**src/hw/rtl/dlc_pkg.sv**
```systemverilog
// ----------------------------------------------------------------------------
// dlc_pkg
// Shared types and constants of the password door lock controller: message
// codes, motor levels, register map and the structs passed between modules.
// ----------------------------------------------------------------------------
`default_nettype none

package dlc_pkg;

    // Message codes carried on each result.
    localparam logic [3:0] MSG_SAVED     = 4'd0;
    localparam logic [3:0] MSG_NONE      = 4'd1;
    localparam logic [3:0] MSG_NEWOK     = 4'd2;
    localparam logic [3:0] MSG_NEWBAD    = 4'd3;
    localparam logic [3:0] MSG_OK        = 4'd4;
    localparam logic [3:0] MSG_WRONG     = 4'd5;
    localparam logic [3:0] MSG_THIEF     = 4'd6;
    localparam logic [3:0] MSG_UNLOCKING = 4'd7;
    localparam logic [3:0] MSG_LOCKING   = 4'd8;
    localparam logic [3:0] MSG_LOCKED    = 4'd9;
    localparam logic [3:0] MSG_UNLOCKED  = 4'd10;

    // Motor drive levels.
    localparam logic [1:0] MOTOR_STOP = 2'd0;
    localparam logic [1:0] MOTOR_CW   = 2'd1;
    localparam logic [1:0] MOTOR_CCW  = 2'd2;

    // Input opcodes.
    localparam logic OP_BYTE = 1'b0;
    localparam logic OP_TICK = 1'b1;

    // Configuration register map (index = paddr[4:2]).
    localparam int unsigned ADDR_W = 5;
    localparam logic [2:0] REG_CHECK_CMD    = 3'd0;
    localparam logic [2:0] REG_READY_CMD    = 3'd1;
    localparam logic [2:0] REG_OPEN_KEY     = 3'd2;
    localparam logic [2:0] REG_CHANGE_KEY   = 3'd3;
    localparam logic [2:0] REG_MAX_FAILURES = 3'd4;
    localparam logic [2:0] REG_UNLOCK_TICKS = 3'd5;
    localparam logic [2:0] REG_RELOCK_TICKS = 3'd6;
    localparam logic [2:0] REG_ALARM_TICKS  = 3'd7;

    // Register reset values.
    localparam logic [7:0] RST_CHECK_CMD    = 8'd1;
    localparam logic [7:0] RST_READY_CMD    = 8'd2;
    localparam logic [7:0] RST_OPEN_KEY     = 8'd3;
    localparam logic [7:0] RST_CHANGE_KEY   = 8'd4;
    localparam logic [3:0] RST_MAX_FAILURES = 4'd3;
    localparam logic [7:0] RST_UNLOCK_TICKS = 8'd3;
    localparam logic [7:0] RST_RELOCK_TICKS = 8'd6;
    localparam logic [7:0] RST_ALARM_TICKS  = 8'd12;

    localparam logic [3:0] FAIL_SAT = 4'd15;

    // Result queue sizing: one item can produce two results.
    localparam int unsigned Q_DEPTH = 4;
    localparam int unsigned Q_PTR_W = $clog2(Q_DEPTH);
    localparam int unsigned Q_CNT_W = $clog2(Q_DEPTH + 1);

    typedef struct packed {
        logic [7:0] check_command;
        logic [7:0] ready_command;
        logic [7:0] open_key;
        logic [7:0] change_key;
        logic [3:0] max_failures;
        logic [7:0] unlock_ticks;
        logic [7:0] relock_ticks;
        logic [7:0] alarm_ticks;
    } t_cfg;

    typedef struct packed {
        logic [3:0] msg_code;
        logic [1:0] motor_drive;
        logic       buzzer_on;
        logic       last;
    } t_result;

    typedef struct packed {
        logic [1:0] count;
        t_result    res0;
        t_result    res1;
    } t_step;

    typedef struct packed {
        logic [Q_CNT_W-1:0] count;
    } t_q_status;

endpackage

`default_nettype wire

```
**src/hw/rtl/password_door_lock_controller_core.sv**
```systemverilog
// The results of an item are written into the result queue at its transfer.
// Throughput: one item per cycle while results drain; output is one result per
// cycle unless stalled, so items that cause two results run at the output rate.
// Input stalls whenever the four-entry result queue holds more than two results.
// Synchronous active-low reset: idle mode, no password saved, motor stopped.
// ----------------------------------------------------------------------------
// password_door_lock_controller_core
// Top level: configuration registers, protocol state machine and result queue.
// ----------------------------------------------------------------------------
`default_nettype none

module password_door_lock_controller_core #(
    parameter int unsigned PASS_LEN = 5
) (
    input  wire logic                       i_clk,
    input  wire logic                       i_rst_n,
    input  wire logic                       i_in_valid,
    output logic                            o_in_stall,
    input  wire logic                       i_opcode,
    input  wire logic [7:0]                 i_rx_byte,
    output logic                            o_out_valid,
    input  wire logic                       i_out_stall,
    output logic      [3:0]                 o_msg_code,
    output logic      [1:0]                 o_motor_drive,
    output logic                            o_buzzer_on,
    output logic                            o_last,
    input  wire logic                       psel,
    input  wire logic                       penable,
    input  wire logic                       pwrite,
    input  wire logic [dlc_pkg::ADDR_W-1:0] paddr,
    input  wire logic [31:0]                pwdata,
    output logic      [31:0]                prdata,
    output logic                            pready
);
    import dlc_pkg::*;

    t_cfg      cfg;
    t_step     step;
    t_result   result;
    t_q_status q_status;
    logic      accept;

    // Room for the worst case of two results from the next item.
    assign o_in_stall = (q_status.count > Q_CNT_W'(Q_DEPTH - 2));
    assign accept     = i_in_valid & ~o_in_stall;

    dlc_regs u_regs (
        .i_clk   (i_clk),
        .i_rst_n (i_rst_n),
        .psel    (psel),
        .penable (penable),
        .pwrite  (pwrite),
        .paddr   (paddr),
        .pwdata  (pwdata),
        .prdata  (prdata),
        .pready  (pready),
        .o_cfg   (cfg)
    );

    dlc_fsm #(
        .PASS_LEN (PASS_LEN)
    ) u_fsm (
        .i_clk     (i_clk),
        .i_rst_n   (i_rst_n),
        .i_accept  (accept),
        .i_opcode  (i_opcode),
        .i_rx_byte (i_rx_byte),
        .i_cfg     (cfg),
        .o_step    (step)
    );

    dlc_outq u_outq (
        .i_clk       (i_clk),
        .i_rst_n     (i_rst_n),
        .i_push      (accept),
        .i_step      (step),
        .o_out_valid (o_out_valid),
        .i_out_stall (i_out_stall),
        .o_result    (result),
        .o_status    (q_status)
    );

    assign o_msg_code    = result.msg_code;
    assign o_motor_drive = result.motor_drive;
    assign o_buzzer_on   = result.buzzer_on;
    assign o_last        = result.last;

`ifndef SYNTHESIS
    a_queue_bound: assert property (@(posedge i_clk) disable iff (!i_rst_n)
        q_status.count <= Q_CNT_W'(Q_DEPTH))
        else $error("result queue count exceeds its depth");

    a_accept_room: assert property (@(posedge i_clk) disable iff (!i_rst_n)
        accept |=> (q_status.count != '0) || ($past(step.count) == 2'd0))
        else $error("results of an accepted item were not queued");

    a_unlock_motor: assert property (@(posedge i_clk) disable iff (!i_rst_n)
        (o_out_valid && o_msg_code == MSG_UNLOCKING) |-> (o_motor_drive == MOTOR_CW))
        else $error("unlocking message without clockwise motor");

    a_thief_buzzer: assert property (@(posedge i_clk) disable iff (!i_rst_n)
        (o_out_valid && o_msg_code == MSG_THIEF) |-> o_buzzer_on)
        else $error("lockout message without buzzer");
`endif

endmodule

`default_nettype wire

```
**src/hw/rtl/dlc_regs.sv**
```systemverilog
// ----------------------------------------------------------------------------
// dlc_regs
// APB-style configuration registers of the door lock controller.
// ----------------------------------------------------------------------------
`default_nettype none

module dlc_regs (
    input  wire logic                       i_clk,
    input  wire logic                       i_rst_n,
    input  wire logic                       psel,
    input  wire logic                       penable,
    input  wire logic                       pwrite,
    input  wire logic [dlc_pkg::ADDR_W-1:0] paddr,
    input  wire logic [31:0]                pwdata,
    output logic      [31:0]                prdata,
    output logic                            pready,
    output dlc_pkg::t_cfg                   o_cfg
);
    import dlc_pkg::*;

    t_cfg       r_cfg;
    logic       wr_en;
    logic [2:0] reg_idx;

    assign pready  = 1'b1;
    assign wr_en   = psel & penable & pwrite;
    assign reg_idx = paddr[ADDR_W-1:2];

    always_ff @(posedge i_clk) begin
        if (!i_rst_n) begin
            r_cfg.check_command <= RST_CHECK_CMD;
            r_cfg.ready_command <= RST_READY_CMD;
            r_cfg.open_key      <= RST_OPEN_KEY;
            r_cfg.change_key    <= RST_CHANGE_KEY;
            r_cfg.max_failures  <= RST_MAX_FAILURES;
            r_cfg.unlock_ticks  <= RST_UNLOCK_TICKS;
            r_cfg.relock_ticks  <= RST_RELOCK_TICKS;
            r_cfg.alarm_ticks   <= RST_ALARM_TICKS;
        end else if (wr_en) begin
            case (reg_idx)
                REG_CHECK_CMD:    r_cfg.check_command <= pwdata[7:0];
                REG_READY_CMD:    r_cfg.ready_command <= pwdata[7:0];
                REG_OPEN_KEY:     r_cfg.open_key      <= pwdata[7:0];
                REG_CHANGE_KEY:   r_cfg.change_key    <= pwdata[7:0];
                REG_MAX_FAILURES: r_cfg.max_failures  <= pwdata[3:0];
                REG_UNLOCK_TICKS: r_cfg.unlock_ticks  <= pwdata[7:0];
                REG_RELOCK_TICKS: r_cfg.relock_ticks  <= pwdata[7:0];
                REG_ALARM_TICKS:  r_cfg.alarm_ticks   <= pwdata[7:0];
                default: ;
            endcase
        end
    end

    always_comb begin
        case (reg_idx)
            REG_CHECK_CMD:    prdata = {24'd0, r_cfg.check_command};
            REG_READY_CMD:    prdata = {24'd0, r_cfg.ready_command};
            REG_OPEN_KEY:     prdata = {24'd0, r_cfg.open_key};
            REG_CHANGE_KEY:   prdata = {24'd0, r_cfg.change_key};
            REG_MAX_FAILURES: prdata = {28'd0, r_cfg.max_failures};
            REG_UNLOCK_TICKS: prdata = {24'd0, r_cfg.unlock_ticks};
            REG_RELOCK_TICKS: prdata = {24'd0, r_cfg.relock_ticks};
            REG_ALARM_TICKS:  prdata = {24'd0, r_cfg.alarm_ticks};
            default:          prdata = 32'd0;
        endcase
    end

    assign o_cfg = r_cfg;

endmodule

`default_nettype wire

```
**src/hw/rtl/dlc_fsm.sv**
```systemverilog
// ----------------------------------------------------------------------------
// dlc_fsm
// Protocol state machine: handles one link byte or timer tick per transfer,
// updates the lock state and produces up to two results for that item.
// ----------------------------------------------------------------------------
`default_nettype none

module dlc_fsm #(
    parameter int unsigned PASS_LEN = 5
) (
    input  wire logic          i_clk,
    input  wire logic          i_rst_n,
    input  wire logic          i_accept,
    input  wire logic          i_opcode,
    input  wire logic [7:0]    i_rx_byte,
    input  wire dlc_pkg::t_cfg i_cfg,
    output dlc_pkg::t_step     o_step
);
    import dlc_pkg::*;

    localparam int unsigned IDX_W = (PASS_LEN > 1) ? $clog2(PASS_LEN) : 1;
    localparam logic [IDX_W-1:0] IDX_LAST = IDX_W'(PASS_LEN - 1);

    typedef enum logic [2:0] {
        M_WAIT_CHECK,
        M_NEW_READY,
        M_NEW_BYTES,
        M_CONF_READY,
        M_CONF_BYTES,
        M_VER_READY,
        M_VER_BYTES,
        M_VER_KEY
    } t_mode;

    t_mode            r_mode,      n_mode;
    logic [IDX_W-1:0] r_idx,       n_idx;
    logic             r_mismatch,  n_mismatch;
    logic [7:0]       r_cand   [PASS_LEN];
    logic [7:0]       r_stored [PASS_LEN];
    logic             r_valid,     n_valid;
    logic [3:0]       r_failures,  n_failures;
    logic             r_fail,      n_fail;
    logic             r_timer,     n_timer;
    logic [7:0]       r_ticks,     n_ticks;
    logic [1:0]       r_motor,     n_motor;
    logic             r_buzzer,    n_buzzer;
    t_step            n_step;
    logic             cand_we;
    logic             commit;

    function automatic t_result mk_res(input logic [3:0] msg, input logic [1:0] motor,
                                       input logic buzzer);
        t_result r;
        r.msg_code    = msg;
        r.motor_drive = motor;
        r.buzzer_on   = buzzer;
        r.last        = 1'b0;
        return r;
    endfunction

    always_comb begin
        t_result res;
        n_mode     = r_mode;
        n_idx      = r_idx;
        n_mismatch = r_mismatch;
        n_valid    = r_valid;
        n_failures = r_failures;
        n_fail     = r_fail;
        n_timer    = r_timer;
        n_ticks    = r_ticks;
        n_motor    = r_motor;
        n_buzzer   = r_buzzer;
        cand_we    = 1'b0;
        commit     = 1'b0;
        n_step     = '0;
        res        = '0;

        if (i_opcode == OP_TICK) begin
            if (r_timer) begin
                n_ticks = r_ticks + 8'd1;
                if (n_ticks == i_cfg.unlock_ticks && !r_fail) begin
                    n_motor = MOTOR_CCW;
                    n_step.res0  = mk_res(MSG_LOCKING, n_motor, n_buzzer);
                    n_step.count = 2'd1;
                end
                if (n_ticks == i_cfg.relock_ticks && !r_fail) begin
                    n_motor = MOTOR_STOP;
                    res     = mk_res(MSG_LOCKED, n_motor, n_buzzer);
                    if (n_step.count == 2'd0) begin
                        n_step.res0 = res;
                    end else begin
                        n_step.res1 = res;
                    end
                    n_step.count = n_step.count + 2'd1;
                    n_ticks = 8'd0;
                    n_timer = 1'b0;
                    n_mode  = M_VER_READY;
                    n_idx   = '0;
                end
                // Alarm end only happens with the fail flag set, so it never
                // shares a tick with the close steps.
                if (n_ticks == i_cfg.alarm_ticks && r_fail) begin
                    n_buzzer     = 1'b0;
                    n_step.res0  = mk_res(MSG_UNLOCKED, n_motor, n_buzzer);
                    n_step.count = 2'd1;
                    n_ticks      = 8'd0;
                    n_timer      = 1'b0;
                    n_failures   = 4'd0;
                end
            end
        end else begin
            case (r_mode)
                M_WAIT_CHECK: begin
                    if (i_rx_byte == i_cfg.check_command) begin
                        n_step.count = 2'd1;
                        if (r_valid) begin
                            n_step.res0 = mk_res(MSG_SAVED, r_motor, r_buzzer);
                            n_mode      = M_VER_READY;
                        end else begin
                            n_step.res0 = mk_res(MSG_NONE, r_motor, r_buzzer);
                            n_mode      = M_NEW_READY;
                        end
                    end
                end
                M_NEW_READY, M_CONF_READY, M_VER_READY: begin
                    if (i_rx_byte == i_cfg.ready_command) begin
                        n_idx      = '0;
                        n_mismatch = 1'b0;
                        case (r_mode)
                            M_NEW_READY:  n_mode = M_NEW_BYTES;
                            M_CONF_READY: n_mode = M_CONF_BYTES;
                            default:      n_mode = M_VER_BYTES;
                        endcase
                    end
                end
                M_NEW_BYTES: begin
                    cand_we = 1'b1;
                    if (r_idx == IDX_LAST) begin
                        n_idx  = '0;
                        n_mode = M_CONF_READY;
                    end else begin
                        n_idx = r_idx + IDX_W'(1);
                    end
                end
                M_CONF_BYTES: begin
                    n_mismatch = r_mismatch | (r_cand[r_idx] != i_rx_byte);
                    if (r_idx == IDX_LAST) begin
                        n_idx        = '0;
                        n_step.count = 2'd1;
                        if (!n_mismatch) begin
                            commit      = 1'b1;
                            n_valid     = 1'b1;
                            n_step.res0 = mk_res(MSG_NEWOK, r_motor, r_buzzer);
                            n_mode      = M_VER_READY;
                        end else begin
                            n_step.res0 = mk_res(MSG_NEWBAD, r_motor, r_buzzer);
                            n_mode      = M_NEW_READY;
                        end
                    end else begin
                        n_idx = r_idx + IDX_W'(1);
                    end
                end
                M_VER_BYTES: begin
                    n_mismatch = r_mismatch | (r_stored[r_idx] != i_rx_byte);
                    if (r_idx == IDX_LAST) begin
                        n_idx  = '0;
                        n_mode = M_VER_KEY;
                    end else begin
                        n_idx = r_idx + IDX_W'(1);
                    end
                end
                M_VER_KEY: begin
                    n_mode = M_VER_READY;
                    n_idx  = '0;
                    if (!r_mismatch) begin
                        n_fail       = 1'b0;
                        n_failures   = 4'd0;
                        n_step.res0  = mk_res(MSG_OK, r_motor, r_buzzer);
                        n_step.count = 2'd1;
                        if (i_rx_byte == i_cfg.open_key) begin
                            n_motor      = MOTOR_CW;
                            n_step.res1  = mk_res(MSG_UNLOCKING, n_motor, r_buzzer);
                            n_step.count = 2'd2;
                            n_timer      = 1'b1;
                            n_ticks      = 8'd0;
                        end
                        if (i_rx_byte == i_cfg.change_key) begin
                            n_mode = M_NEW_READY;
                        end
                    end else begin
                        n_fail = 1'b1;
                        if (r_failures != FAIL_SAT) begin
                            n_failures = r_failures + 4'd1;
                        end
                        n_step.count = 2'd1;
                        if (n_failures == i_cfg.max_failures) begin
                            n_buzzer    = 1'b1;
                            n_step.res0 = mk_res(MSG_THIEF, r_motor, n_buzzer);
                            n_timer     = 1'b1;
                            n_ticks     = 8'd0;
                        end else begin
                            n_step.res0 = mk_res(MSG_WRONG, r_motor, r_buzzer);
                        end
                    end
                end
                default: ;
            endcase
        end

        if (n_step.count == 2'd2) begin
            n_step.res1.last = 1'b1;
        end else begin
            n_step.res0.last = 1'b1;
        end
    end

    always_ff @(posedge i_clk) begin
        if (!i_rst_n) begin
            r_mode     <= M_WAIT_CHECK;
            r_idx      <= '0;
            r_mismatch <= 1'b0;
            r_valid    <= 1'b0;
            r_failures <= 4'd0;
            r_fail     <= 1'b0;
            r_timer    <= 1'b0;
            r_ticks    <= 8'd0;
            r_motor    <= MOTOR_STOP;
            r_buzzer   <= 1'b0;
        end else if (i_accept) begin
            r_mode     <= n_mode;
            r_idx      <= n_idx;
            r_mismatch <= n_mismatch;
            r_valid    <= n_valid;
            r_failures <= n_failures;
            r_fail     <= n_fail;
            r_timer    <= n_timer;
            r_ticks    <= n_ticks;
            r_motor    <= n_motor;
            r_buzzer   <= n_buzzer;
        end
    end

    // Password stores are plain registers with no reset.
    always_ff @(posedge i_clk) begin
        if (i_accept && cand_we) begin
            r_cand[r_idx] <= i_rx_byte;
        end
        if (i_accept && commit) begin
            r_stored <= r_cand;
        end
    end

    assign o_step = n_step;

endmodule

`default_nettype wire

```
**src/hw/rtl/dlc_outq.sv**
```systemverilog
// ----------------------------------------------------------------------------
// dlc_outq
// Result queue: takes up to two results per cycle, hands out one per
// transfer on the output channel.
// ----------------------------------------------------------------------------
`default_nettype none

module dlc_outq (
    input  wire logic           i_clk,
    input  wire logic           i_rst_n,
    input  wire logic           i_push,
    input  wire dlc_pkg::t_step i_step,
    output logic                o_out_valid,
    input  wire logic           i_out_stall,
    output dlc_pkg::t_result    o_result,
    output dlc_pkg::t_q_status  o_status
);
    import dlc_pkg::*;

    t_result            r_mem [Q_DEPTH];
    logic [Q_PTR_W-1:0] r_wr_ptr, n_wr_ptr;
    logic [Q_PTR_W-1:0] r_rd_ptr, n_rd_ptr;
    logic [Q_CNT_W-1:0] r_count,  n_count;
    logic [1:0]         push_cnt;
    logic               pop;

    assign push_cnt = i_push ? i_step.count : 2'd0;
    assign pop      = o_out_valid & ~i_out_stall;

    always_comb begin
        n_wr_ptr = r_wr_ptr + Q_PTR_W'(push_cnt);
        n_rd_ptr = r_rd_ptr + Q_PTR_W'(pop);
        n_count  = r_count + Q_CNT_W'(push_cnt) - Q_CNT_W'(pop);
    end

    always_ff @(posedge i_clk) begin
        if (!i_rst_n) begin
            r_wr_ptr <= '0;
            r_rd_ptr <= '0;
            r_count  <= '0;
        end else begin
            r_wr_ptr <= n_wr_ptr;
            r_rd_ptr <= n_rd_ptr;
            r_count  <= n_count;
        end
    end

    always_ff @(posedge i_clk) begin
        if (push_cnt != 2'd0) begin
            r_mem[r_wr_ptr] <= i_step.res0;
        end
        if (push_cnt == 2'd2) begin
            r_mem[r_wr_ptr + Q_PTR_W'(1)] <= i_step.res1;
        end
    end

    assign o_out_valid     = (r_count != '0);
    assign o_result        = r_mem[r_rd_ptr];
    assign o_status.count  = r_count;

endmodule

`default_nettype wire

```
**config.mk**
```make
export PLATFORM = sky130hd
export DESIGN_NAME = password_door_lock_controller_core
export DESIGN_NICKNAME = d
export VERILOG_FILES = /design/src/hw/rtl/dlc_pkg.sv /design/src/hw/rtl/password_door_lock_controller_core.sv /design/src/hw/rtl/dlc_regs.sv /design/src/hw/rtl/dlc_fsm.sv /design/src/hw/rtl/dlc_outq.sv
export SDC_FILE = /design/constraint.sdc
export NUM_CORES = 1
export LEC_CHECK = 0
export BUFFER_PORTS_ARGS = -buffer_cell sky130_fd_sc_hd__buf_4
export CAP_MARGIN = 20
export CORE_ASPECT_RATIO = 1.5
export CORE_MARGIN = 2
export CORE_UTILIZATION = 40
export CTS_CLUSTER_SIZE = 40
export DETAILED_ROUTE_END_ITERATION = 7
export GPL_TIMING_DRIVEN = 0
export PLACE_DENSITY_LB_ADDON = 0.3
export RECOVER_POWER = 100
export SLEW_MARGIN = 20
export SYNTH_ARGS = -nofsm -noshare
export SYNTH_HDL_FRONTEND = slang
export SYNTH_SLANG_ARGS = --single-unit
export TNS_END_PERCENT = 1
```
**constraint.sdc**
```tcl
create_clock -name i_clk -period 5.65 [get_ports i_clk]
set_input_delay 0.565 -clock i_clk [delete_from_list [all_inputs] [get_ports i_clk]]
set_output_delay 0.565 -clock i_clk [all_outputs]
set_load 0.01 [all_outputs]
```
==> flow_summary.json <==
{
  "n_antenna_cell": 0,
  "netlist_area_sq_um": 10900,
  "status": "complete, but fails checks",
  "p_sw_uw": 798,
  "cts_hold_buf": 0,
  "globalplace.congestion": 0.944,
  "dp_slack_ps": 849,
  "maxCapViolCount": 1,
  "clock.fmax_ghz": 0.200,
  "hold_viol_final": 0,
  "busiest_layer": "met2",
  "ys_types": 74,
  "synth-seq-cells": 204,
  "drt_iter0_markers": 504,
  "power_mw": 3.17,
  "cp_max_fo": 11,
  "slowest_stage": "nor3b_1",
  "tns_ps": 0,
  "synth_warnings": 0,
  "dieArea_sq_um": 28500,
  "root_buffer": "clkbuf_16",
  "hold_class": "input port to flip-flop",
  "cts_resized": 0,
  "final_nets": 1202,
  "cts_tree": "yes",
  "post-cts-setup-buffers": 0,
  "cp-end-kind": "flip-flop",
  "layout_setup_ws_ps": 659,
  "rsz0062_at_grt": "no",
  "antenna_found_initial": 0,
  "layout_common_cells": "edfxtp_1, dfxtp_1, nand2_1, clkbuf_1, mux2i_1",
  "crit_chain": "ha_1 -> xor2_1 -> xor2_1 -> nor4_1 -> or3b_2 -> nor3b_1 -> inv_1 -> ha_1 -> o31ai_1 -> inv_4 -> o21ai_0 -> nand2_1",
  "cts_sinks": 204,
  "via_count": 8034,
  "startpoint_type": "flip-flop",
  "intPower_mw": 2.37,
  "leakagePower_nw": 4.12,
  "grt_pass1_vias": 8059,
  "syn_inst": 1038,
  "clk_pin_slew_ps": 60,
  "met2_usage": 0.393,
  "setup_viol": 0,
  "post_route_cells_drive_above_1_share": 0.0908,
  "peakVddDrop_mv": 0.182,
  "wl_per_cell_um": 19.5,
  "synth_area_leaders": "edfxtp_1, dfxtp_1, mux2i_1",
  "worstRegToRegCells": 12,
  "synth_top_area_frac": 0.298,
  "final_common_cell": "edfxtp_1",
  "dp_hpwl_um": 22000,
  "tightest_slew_ps": 1530,
  "cts_max_path_buffers": 3,
  "finalCriticalPeriod_ps": 4990,
  "period_share": 0.883,
  "use_met3": 0.0192,
  "rows": 73,
  "grt_pass1_wl_um": 44900,
  "overflow": 0,
  "max_slew_margin": -0.0288,
  "post-route-util": 0.457,
  "die_y_um": 206,
  "start_util": 0.409,
  "synth-edff-count": 108,
  "remaining_drc_errors": 0,
  "synthArstFlopShare": 0,
  "fp.coreArea_sq_um": 26600,
  "clock_latency_ps": 530,
  "slew_viol_final": 9,
  "power.density_nw_per_um2": 261,
  "dr.pass1.iters": 5,
  "grt_max_degree": 16,
  "cp.arrival_ps": 5170,
  "port-buffer-count": 39,
  "dieWidth_um": 139,
  "grt_use_total": 0.201,
  "via_per_inst": 5.42,
  "combPwrFrac": 0.107,
  "h-tree-depth": 1,
  "numCtsBuffers": 20,
  "syn_area_per_cell_sq_um": 10.5,
  "required_ps": 5830,
  "synthToLayoutAreaGrowth_pct": 11.8,
  "seq_area_frac_synth": 0.475,
  "finalClockSkew_ps": 21.0,
  "ys.flop_type": "edfxtp_1",
  "yosys.area.top_type": "edfxtp_1",
  "power.share.clock": 0.394,
  "p_seq_frac": 0.499,
  "p_sw_frac": 0.252,
  "min_path_cells": 3,
  "route.antenna.remaining_nets": 0,
  "max_stage_delay_ps": 610,
  "failed_checks": "capacitance limit, slew limit",
  "met1_usage": 0.212,
  "wl_um": 28900,
  "io_pins": 96,
  "crit_type": "flip-flop to flip-flop"
}
==> synth_stat cells (29+ instances only) <==
| library cell | count |
|---|---|
| edfxtp_1 | 108 |
| dfxtp_1 | 96 |
| nand2_1 | 95 |
| mux2i_1 | 77 |
| nor2_1 | 59 |
| clkbuf_1 | 48 |
| nor2b_1 | 45 |
| o21ai_0 | 43 |
| xor2_1 | 42 |
| xnor2_1 | 38 |
| inv_1 | 30 |
| a21oi_1 | 29 |
==> path summary, 6_finish.rpt <==
| path | slack, ps | from | end |
|---|---|---|---|
| setup reg to reg | 660 | u_fsm.r_ticks[1] | u_outq.r_mem[0][7] |
| hold reg to reg | 440 | u_fsm.r_cand[3] | u_fsm.r_stored[3] |
| hold / removal | 360 | pwdata[7] | u_regs.o_cfg[43] |
| setup / recovery | 660 | u_fsm.r_ticks[1] | u_outq.r_mem[0][7] |
==> metrics by stage <==
step	cell area (sq um)	hold slack (ps)	std cells
after floorplan	11000	420	1061
after global placement	11700	425	1437
after detailed placement	11800	430	1447
after CTS	12400	253	1482
after global routing	12100	378	1482
final	12100	364	1482
==> state kept, by name, indices dropped and copies added (netlist names) <==
signal and cells:
u_fsm.r_buzzer 1, u_fsm.r_cand 40, u_fsm.r_fail 1, u_fsm.r_failures 4, u_fsm.r_idx 3, u_fsm.r_mismatch 1, u_fsm.r_mode 3, u_fsm.r_motor 2
u_fsm.r_stored 40, u_fsm.r_ticks 8, u_fsm.r_timer 1, u_fsm.r_valid 1, u_outq.o_status 3, u_outq.r_mem 32, u_outq.r_rd_ptr 2, u_outq.r_wr_ptr 2
u_regs.o_cfg 60
==> kinds of logic (layout without fill, tap and decap cells) <==
group / Yosys count / after routing / synth area share
and+or+nand+nor: 299 / 299 / 0.137
AOI/OAI and AO/OA: 210 / 210 / 0.133
DFF: 204 / 204 / 0.475
buffers and inverters: 118 / 202 / 0.0500
muxes: 100 / 100 / 0.103
xor gates and xnor gates: 88 / 88 / 0.0806
adders and majority gates: 17 / 17 / 0.0203
other: 2 / 25 / 0.000691
==> area by class of cell <==
type                       instances  area [sq um]
fill                            2526         14400
multi-input combinational        739          5200
sequential                       204          5160
clock buffer                      24           515
tap                              337           422
buffer                            86           419
timing repair buffer              49           229
inverter                          32           123
clock inverter                    11          73.8
==> metal layers <==
layer	routed length, um	up-vias
met5	0	-
met4	1440	0
met3	1190	64
met2	15600	257
met1	10700	3817
li1	-	3896
==> power by group through the flow <==
stage	Combinational, mW	Sequential (mW)	Clock, mW
floorplan	0.242	1.61	0
global route	0.376	1.58	1.32
finish	0.340	1.58	1.25
CTS	0.377	1.58	1.27
global placement	0.369	1.61	0
detailed placement	0.376	1.61	0
==> worst max-delay path, delay by kind of cell (launching register included) <==
family,cells,cell delay (ps)
flip-flops,1,370
adder cells (fa/ha/maj),2,670
AO/OA/AOI/OAI,2,1170
buffers and inverters,2,320
AND/OR/NAND/NOR,4,1720
XOR/XNOR,2,400
Power figures use the tool's default switching activity.
